<file path="src/hw/rtl/pca_pkg.sv">
package pca_pkg;

	// Request functions.
	localparam logic [1:0] FN_ALLOC = 2'd0;
	localparam logic [1:0] FN_FREE  = 2'd1;
	localparam logic [1:0] FN_QUERY = 2'd2;

	// Result status codes.
	localparam logic [2:0] ST_EXACT   = 3'd0;
	localparam logic [2:0] ST_ADDED   = 3'd1;
	localparam logic [2:0] ST_NEAREST = 3'd2;
	localparam logic [2:0] ST_FREED   = 3'd3;
	localparam logic [2:0] ST_READ    = 3'd4;
	localparam logic [2:0] ST_FAILED  = 3'd5;

	// Result selection handed from the controller to the datapath.
	localparam logic [1:0] SEL_FAIL  = 2'd0;
	localparam logic [1:0] SEL_FREE  = 2'd1;
	localparam logic [1:0] SEL_READ  = 2'd2;
	localparam logic [1:0] SEL_ALLOC = 2'd3;

	localparam int DIST_W = 18;
	localparam logic [DIST_W-1:0] NEAR_RESET = 18'd128;

	typedef struct packed {
		logic [15:0] r;
		logic [15:0] g;
		logic [15:0] b;
	} rgb_t;

	localparam rgb_t LOW_DEF [0:9] = '{
		'{16'h0000, 16'h0000, 16'h0000}, '{16'h8000, 16'h0000, 16'h0000},
		'{16'h0000, 16'h8000, 16'h0000}, '{16'h8000, 16'h8000, 16'h0000},
		'{16'h0000, 16'h0000, 16'h8000}, '{16'h8000, 16'h0000, 16'h8000},
		'{16'h0000, 16'h8000, 16'h8000}, '{16'hc000, 16'hc000, 16'hc000},
		'{16'hc000, 16'hdc00, 16'hc000}, '{16'ha600, 16'hca00, 16'hf000}
	};

	localparam rgb_t HIGH_DEF [0:9] = '{
		'{16'hff00, 16'hfb00, 16'hf000}, '{16'ha000, 16'ha000, 16'ha400},
		'{16'h8000, 16'h8000, 16'h8000}, '{16'hff00, 16'h0000, 16'h0000},
		'{16'h0000, 16'hff00, 16'h0000}, '{16'hff00, 16'hff00, 16'h0000},
		'{16'h0000, 16'h0000, 16'hff00}, '{16'hff00, 16'h0000, 16'hff00},
		'{16'h0000, 16'hff00, 16'hff00}, '{16'hff00, 16'hff00, 16'hff00}
	};

	typedef struct packed {
		logic       load;
		logic       scan_start;
		logic       scan_issue;
		logic       clr_step;
		logic       emit;
		logic [1:0] sel;
	} pca_cmd_t;

	typedef struct packed {
		logic       clr_done;
		logic       bad;
		logic [1:0] func;
		logic       scan_last;
		logic       busy;
		logic       out_free;
	} pca_sts_t;

	// Reset color of entry e in a palette of n entries; the top ten win on overlap.
	function automatic rgb_t default_rgb(input logic [9:0] e, input logic [9:0] n);
		rgb_t       c;
		logic [9:0] k;
		c = '0;
		k = e + 10'd10 - n;
		if (e < 10'd10) begin
			c = LOW_DEF[e[3:0]];
		end
		if ((e + 10'd10 >= n) && (e < n)) begin
			c = HIGH_DEF[k[3:0]];
		end
		return c;
	endfunction

	function automatic logic default_used(input logic [9:0] e, input logic [9:0] n);
		return (e < 10'd10) || ((e + 10'd10 >= n) && (e < n));
	endfunction

	function automatic logic [15:0] absdiff16(input logic [15:0] a, input logic [15:0] b);
		return (a > b) ? (a - b) : (b - a);
	endfunction

endpackage

</file>
<file path="src/hw/rtl/pca_ctrl.sv">
module pca_ctrl
	import pca_pkg::*;
(
	input  logic     clk,
	input  logic     arst_n,
	input  logic     in_valid,
	output logic     in_ready,
	input  pca_sts_t sts,
	output pca_cmd_t cmd
);

	localparam logic [2:0] S_CLR   = 3'd0;
	localparam logic [2:0] S_IDLE  = 3'd1;
	localparam logic [2:0] S_DISP  = 3'd2;
	localparam logic [2:0] S_QRD   = 3'd3;
	localparam logic [2:0] S_SCAN  = 3'd4;
	localparam logic [2:0] S_DRAIN = 3'd5;
	localparam logic [2:0] S_EMIT  = 3'd6;

	logic [2:0] state_q, state_d;
	logic [1:0] sel_q, sel_d;

	always_comb begin
		state_d  = state_q;
		sel_d    = sel_q;
		in_ready = 1'b0;
		cmd      = '0;
		cmd.sel  = sel_q;
		case (state_q)
			S_CLR: begin
				cmd.clr_step = 1'b1;
				if (sts.clr_done) begin
					state_d = S_IDLE;
				end
			end
			S_IDLE: begin
				in_ready = 1'b1;
				if (in_valid) begin
					cmd.load = 1'b1;
					state_d  = S_DISP;
				end
			end
			S_DISP: begin
				if (sts.bad) begin
					sel_d   = SEL_FAIL;
					state_d = S_EMIT;
				end else begin
					case (sts.func)
						FN_FREE: begin
							sel_d   = SEL_FREE;
							state_d = S_EMIT;
						end
						FN_QUERY: begin
							sel_d   = SEL_READ;
							state_d = S_QRD;
						end
						default: begin
							sel_d          = SEL_ALLOC;
							cmd.scan_start = 1'b1;
							state_d        = S_SCAN;
						end
					endcase
				end
			end
			S_QRD: begin
				state_d = S_EMIT;
			end
			S_SCAN: begin
				cmd.scan_issue = 1'b1;
				if (sts.scan_last) begin
					state_d = S_DRAIN;
				end
			end
			S_DRAIN: begin
				if (!sts.busy) begin
					state_d = S_EMIT;
				end
			end
			S_EMIT: begin
				if (sts.out_free) begin
					cmd.emit = 1'b1;
					state_d  = S_IDLE;
				end
			end
			default: begin
				state_d = S_IDLE;
			end
		endcase
	end

	always_ff @(posedge clk or negedge arst_n) begin
		if (!arst_n) begin
			state_q <= S_CLR;
			sel_q   <= SEL_FAIL;
		end else begin
			state_q <= state_d;
			sel_q   <= sel_d;
		end
	end

endmodule

</file>
<file path="config.mk">
export PLATFORM = sky130hd
export DESIGN_NAME = pca_ctrl
export DESIGN_NICKNAME = d
export VERILOG_FILES = /design/src/hw/rtl/pca_pkg.sv /design/src/hw/rtl/pca_ctrl.sv
export SDC_FILE = /design/constraint.sdc
export NUM_CORES = 1
export LEC_CHECK = 0
export ABC_AREA = 1
export BUFFER_PORTS_ARGS = -buffer_cell sky130_fd_sc_hd__buf_2
export CAP_MARGIN = 10
export CORE_AREA = 8 8 45 47
export DETAILED_ROUTE_END_ITERATION = 12
export DIE_AREA = 0 0 53 55
export PLACE_DENSITY = 0.6
export SYNTH_ARGS = -nofsm -noshare
export SYNTH_HDL_FRONTEND = slang
export SYNTH_SLANG_ARGS = --single-unit
</file>
<file path="constraint.sdc">
create_clock -name clk -period 1.55 [get_ports clk]
set_input_delay 0.0775 -clock clk [delete_from_list [all_inputs] [get_ports clk]]
set_output_delay 0.0775 -clock clk [all_outputs]
set_load 0.05 [all_outputs]
</file>
After elaboration in Yosys (flattened, before gate mapping)
Index checks and enable logic that the tools add are counted.

Memories kept: 0. Bits in read-only memories: 0. Memory bits (writable): 0. Register bits: 5. Logic and storage cells: 38. Bits in latches: 0.

Shift-type cells: 0. $lt $le $gt $ge: 0. Reduce and logical (&&, ||, !) cells: 3. Mux-type cells: 20. $add $sub $neg: 0. Bitwise operators: 0. Divide/modulo/power cells: 0. Multipliers: 0. Eq/ne operators: 13.

Operators by type and width (number): 3-bit one-hot mux with 7 select lines (1); 3-bit two-way mux (6); 1-bit two-way mux (10); 2-bit inequality test, second input constant (5); 3-bit equality test, second input constant (3); 3-bit by 2-bit equality test with 1-bit output, second input constant (2); 3-bit one-hot mux with 2 select lines (1); 5-bit AND reduction (1); 2-bit one-hot mux with 2 select lines (1); 3-bit by 1-bit equality test with 1-bit output, second input constant (1); 3-bit zero test (1); 2-bit by 1-bit equality test with 1-bit output, second input constant (1); 2-bit equality test, second input constant (1); 2-bit two-way mux (1); 2-bit OR reduction (1).

Depth between registers and ports, before layout
Gate-level depths: netlist of run 1.

Depth in word-level cells: 5. Depth in mapped cells: 7. Depth with buffers taken out: 7.

Worst setup path before layout of run 1
No wires, ideal clock.

Kind: flip-flop to output port. Start: register state_q[2]. End: output cmd[6] (netlist bit). Data required time: 1.472 ns. Arrival time: 1.403 ns. Path slack: 0.070 ns. Buffers on the path: 1. Stages on the path, launching flop included: 5. Path through: dfrtp_1 buf_4 inv_1 nand3_1 nor2_1.

RTL lines: from (decl) (line pca_ctrl.sv:20) `logic [2:0] state_q, state_d;`; from (signal assigned) (line pca_ctrl.sv:96) `state_q <= state_d;`; to (decl) (line pca_ctrl.sv:9) `output pca_cmd_t cmd`.

==> qor.yml, run 1 <==
post_cts_buffers: 0
ys_seq_area_share_pct: 28.7
ys_warn_count: 0
die_w_um: 53
hold_viol: 0
cts_max_path_buffers: 2
first_pass_iters: 4
setup_viol_count_final: 0
grt_use_total_pct: 8.38
layout.nets: 104
netlist_instances: 70
synth_fp_nets: 82
drtAntennaViolNets: 0
dieHeight_um: 55
dpl.hpwl_um: 866
die_area_um2: 2920
path_clk_slew_ns: 0.04
synth_top_family_by_area: "simple AND/OR/NAND/NOR gates"
tns_ns: 0
tritoncts: "built"
cts_buffers: 3
final_cell_mix: "buf_2 (15), nand2_1 (13), inv_1 (12)"
yosys.area_share.simple_pct: 37.6
crit_required_ns: 1.47
final_common_cell: "buf_2"
place.gp.congestion: 0.771
yosysUniqueCellTypes: 16
ys_ff_latch: 5
grt_overflow_total: 0
wirelength_mm: 1.14
fmax_mhz: 690
synth_xor_area_share_pct: 0
hold_path_class: "primary input to flip-flop"
r2r_slack_ns: 0.29
grt_pass1_wl_mm: 1.83
register_area_um2: 126
drt_iter0_markers: 16
antenna_found_initial: 0
tightest_slew_ns: 0.269
h-tree-depth: 1
port_buffers: 17
num-fill-cells: 165
rsz0062_at_grt: "false"
relSlewSlack_pct: 82.1
post-route-min-period_ns: 1.45
num_vias: 514
synthAdderAreaFrac_pct: 5.75
rows: 14
multi_input_area_um2: 253
grt_start_max_net_pins: 10
start_kind: "flip-flop"
pin_count: 18
powerDensity_nw_per_um2: 2170
synthMuxAreaShare_pct: 0
ir_drop_uv: 871
cp_max_fo: 7
p_leak_nw: 0.359
cts_sinks: 5
arrival_ns: 1.37
synth-compound-area-share_pct: 13.2
insertion_delay_ns: 0.24
outcome: "finished, final reports clean"
route.detailed.drc: 0
slew_viol_final: 0
via_per_inst: 4.80
diodes: 0
grt_pass1_vias: 438
min_period_over_period_pct: 93.5
path_class: "flip-flop to output port"
cap_violations: 0
start_util_pct: 31.5
whs_ns: 0.153
coreArea_um2: 1380
syn_area_um2: 435
cts_root_buffer: "clkbuf_4"
area_growth_pct: 33.6
endpoint_kind: "output port"
avgSynthCellArea_um2: 6.22
finalClockSkew_ns: 0.00109
wl_per_cell_um: 10.7
drive_gt1_share_pct: 28.6
cell type report:
type	count	area share, %
Tap cell	16	3.44
Timing Repair Buffer	18	17.2
Multi-Input combinational cell	49	43.4
Inverter	15	9.68
Clock buffer	4	4.52
Sequential cell	5	21.7
final timing paths:
check / startpoint / to / depth (start not counted)
worst max-delay path: state_q[1] / cmd[5] / 4
worst min-delay path: sts[5] / sel_q[0] / 4
worst max register to register: state_q[0] / state_q[1] / 6
worst min register to register: sel_q[1] / sel_q[1] / 2
max in group asynchronous: arst_n / state_q[2] / 2
min in group asynchronous: arst_n / sel_q[1] / 2
flip-flops by register name, summed over array words and instances, names as in the netlist:
register  cells
state_q       3
sel_q         2
power by group:
| group | total [W] | internal [W] | switching, W | leakage (nW) |
|---|---|---|---|---|
| clock network | 0.000154 | 0.0000975 | 0.0000565 | 0.0150 |
| registers | 0.000306 | 0.000199 | 0.000108 | 0.0609 |
| logic | 0.000800 | 0.000226 | 0.000574 | 0.283 |
kinds of logic after synthesis:
kind of cell,Yosys count
flops,5
fa+ha+maj,2
buf+inv,16
simple gates,37
compound gates,10
Yosys cell counts (all sizes together):
cell type / count / area share, %
inv: 15 / 13
nand2: 13 / 11
nor2: 12 / 11
nand3: 9 / 10
dfrtp: 5 / 29
o21ai: 5 / 5.7
a21oi: 2 / 2.3
ha: 2 / 5.7
o21bai: 2 / 3.4
and2: 1 / 1.4
buf: 1 / 1.7
nand4: 1 / 1.4
nor3: 1 / 2.3
o21a: 1 / 1.7
critical path: stages (launching register included):
cell and delay [ns]:
dfrtp_1 0.48, inv_2 0.12, nor3_4 0.18, and2_1 0.16, buf_4 0.19
metal layers:
layer / up-vias / global-route usage [%] / part of all wire [%]
li1: 263 / - / -
met5: - / 0 / 0
met2: 12 / 12.7 / 52
met3: 2 / 4.01 / 5.0
met4: 0 / 5.17 / 1.2
met1: 237 / 9.34 / 42
timing repair:
| action | in CTS | in global routing |
|---|---|---|
| gates resized for setup | 1 | 5 |
| hold endpoints to repair | 5 | 0 |
| hold buffers | 1 | 0 |
| endpoints found under the setup margin | 1 | 4 |
through the flow:
step | power, W | setup WS (ns) | std cells | utilization (%) | instance area (µm²)
after floorplan | 0.000902 | 0.0696 | 70 | - | 435
final | 0.00126 | 0.101 | 107 | 42.0 | 582
after CTS | 0.00123 | 0.0209 | 107 | 41.3 | 572
after global routing | 0.00138 | 0.00397 | 107 | 42.0 | 582
after global placement | 0.00107 | 0.212 | 102 | 38.5 | 533
after detailed placement | 0.00106 | 0.226 | 102 | 38.5 | 533
(Power assumes the default switching activity.)
==> run 2, diff against run 1 <==
==> constraint.sdc (replaced) <==
create_clock -name clk -period 1.55 [get_ports clk]
set_input_delay 0.0775 -clock clk [delete_from_list [all_inputs] [get_ports clk]]
set_output_delay 0.0775 -clock clk [all_outputs]
set_load 0.005 [all_outputs]
==> run 2 against run 1 <==
Net effect:
- first-iteration DRC count unchanged
- non-clock buffer count unchanged
- cell count unchanged
- worst hold slack improved by 0.012 ns
- power decreased by 25%
- utilization decreased by 0.90 points
- sequential share of layout area increased by 0.26 points
- sequential cell count unchanged
- combinational power decreased by 36%
- fmax increased by 3.3%
- global-route usage decreased by 1.2 points
- critical path type unchanged
- critical endpoint unchanged
- largest cell class unchanged
==> qor.yml, run 2 (synthesis results as in run 1) <==
first_pass_iters: 4
grt_start_max_net_pins: 10
post_cts_buffers: 0
tightest_slew_ns: 0.300
finalClockSkew_ns: 0.000340
ir_drop_uv: 465
crit_start: "state_q[1]"
instances_no_fill: 107
placed_area_um2: 533
cts_root_buffer: "clkbuf_4"
drive_gt1_share_pct: 25.3
arrival_ns: 1.32
coreArea_um2: 1380
grt_overflow_total: 0
cts_buffers: 3
tritoncts: "built"
whs_ns: 0.165
antenna_found_initial: 0
drt_iter0_markers: 16
port_buffers: 17
h-tree-depth: 1
path_clk_slew_ns: 0.04
final_area_um2: 569
cpPeakStageDelay_ns: 0.45
reg2regPathDepth: 6
die_w_um: 53
rows: 14
largest_register_ffs: 3
critical_path_buf_inv_count: 2
ctsResizeCount: 0
start_kind: "flip-flop"
tns_ns: 0
insertion_delay_ns: 0.23
final_cell_mix: "buf_2 (17), inv_1 (14), nand2_1 (13)"
wl_per_cell_um: 9.59
grt_pass1_wl_mm: 1.59
path_depth: 4
slew_viol_final: 0
cp_max_fo: 7
hold_viol: 0
die_area_um2: 2920
drtAntennaViolNets: 0
post-route-min-period_ns: 1.40
powerDensity_nw_per_um2: 1670
cts_sinks: 5
setup_viol_count_final: 0
rsz0062_at_grt: "false"
path_class: "flip-flop to output port"
regMostFlops: "state_q"
layout.nets: 104
dpl.hpwl_um: 824
outcome: "finished, final reports clean"
top_regs: "state_q x3, sel_q x2"
p_leak_nw: 0.361
area_growth_pct: 30.7
hold_path_class: "primary input to flip-flop"
crit_end: "cmd[5]"
r2r-start: "state_q[2]"
grt_pass1_vias: 400
worstReg2RegEnd: "state_q[0]"
r2r_slack_ns: 0.28
place.gp.congestion: 0.894
path_delay_family: "flip-flops"
cap_violations: 0
cp_cell_sequence: "inv_1, nor3_2, and2_1, buf_2"
final_common_cell: "buf_2"
diodes: 0
dp.cells: 102
endpoint_kind: "output port"
wirelength_mm: 1.03
crit_slowest_cell: "dfrtp_1"
grt_use_total_pct: 7.19
crit_required_ns: 1.47
min_period_over_period_pct: 90.5
relSlewSlack_pct: 80.0
pin_count: 18
start_util_pct: 31.5
dieHeight_um: 55
cts_max_path_buffers: 2
fmax_mhz: 713
route.detailed.drc: 0
via_per_inst: 4.47
num_vias: 478
## run 2: cell types whose count changed in the layout (fill, tap and decap cells not counted), sizes merged
cell	delta
buf	+1
clkbuf	-1
## run 2: repair_timing
item                                    4_1_cts  5_1_grt
endpoints found under the hold margin         5        0
hold buffers                                  1        0
endpoints found under the setup margin        0        0
## run 2: layer usage
layer  wire length, µm  share of wire (%)  global-route usage (%)
met5                 0                  0                       0
met4                19                1.9                    6.47
met3                46                4.5                   0.535
met2               519                 51                    11.1
met1               439                 43                    8.76
## run 2: area by class of cell
| type | instances | area (µm²) |
|---|---|---|
| Clock buffer | 4 | 26.3 |
| Sequential cell | 5 | 125 |
| Multi-Input combinational cell | 49 | 246 |
| Inverter | 15 | 56.3 |
| Timing Repair Buffer | 18 | 95.1 |
| Tap cell | 16 | 20.0 |
| Fill cell | 153 | 815 |
## run 2: stage by stage
stage	setup slack, ns	util, %	power, W
2_1_floorplan	0.414	-	0.000648
3_3_place_gp	0.329	38.5	0.000810
3_5_place_dp	0.288	38.5	0.000802
4_1_cts	0.143	41.1	0.000955
5_1_grt	0.00263	41.1	0.00107
6_report	0.148	41.1	0.000948
## run 2: worst min-delay path: cells and delay by family
kind,cells,cell delay [ns]
buffers and inverters,1,0.11
AND/OR/NAND/NOR,2,0.10
AO/OA/AOI/OAI,1,0.06
## run 2: power breakdown
| part | leakage (nW) | switching (W) | internal, W |
|---|---|---|---|
| Clock | 0.0150 | 0.0000459 | 0.0000968 |
| Sequential | 0.0621 | 0.0000939 | 0.000196 |
| Combinational | 0.284 | 0.000304 | 0.000212 |
| Total | 0.361 | 0.000444 | 0.000505 |
## run 2: worst min path at each step
stage / startpoint / endpoint / slack, ns / depth (start not counted)
2_1_floorplan: arst_n / sel_q[0] / -0.22 / 0
3_3_place_gp: arst_n / sel_q[1] / -0.11 / 1
3_5_place_dp: arst_n / sel_q[1] / -0.11 / 1
4_1_cts: sts[5] / sel_q[1] / 0.16 / 4
5_1_grt: sts[5] / sel_q[1] / 0.19 / 4
6_report: sts[5] / sel_q[0] / 0.17 / 4
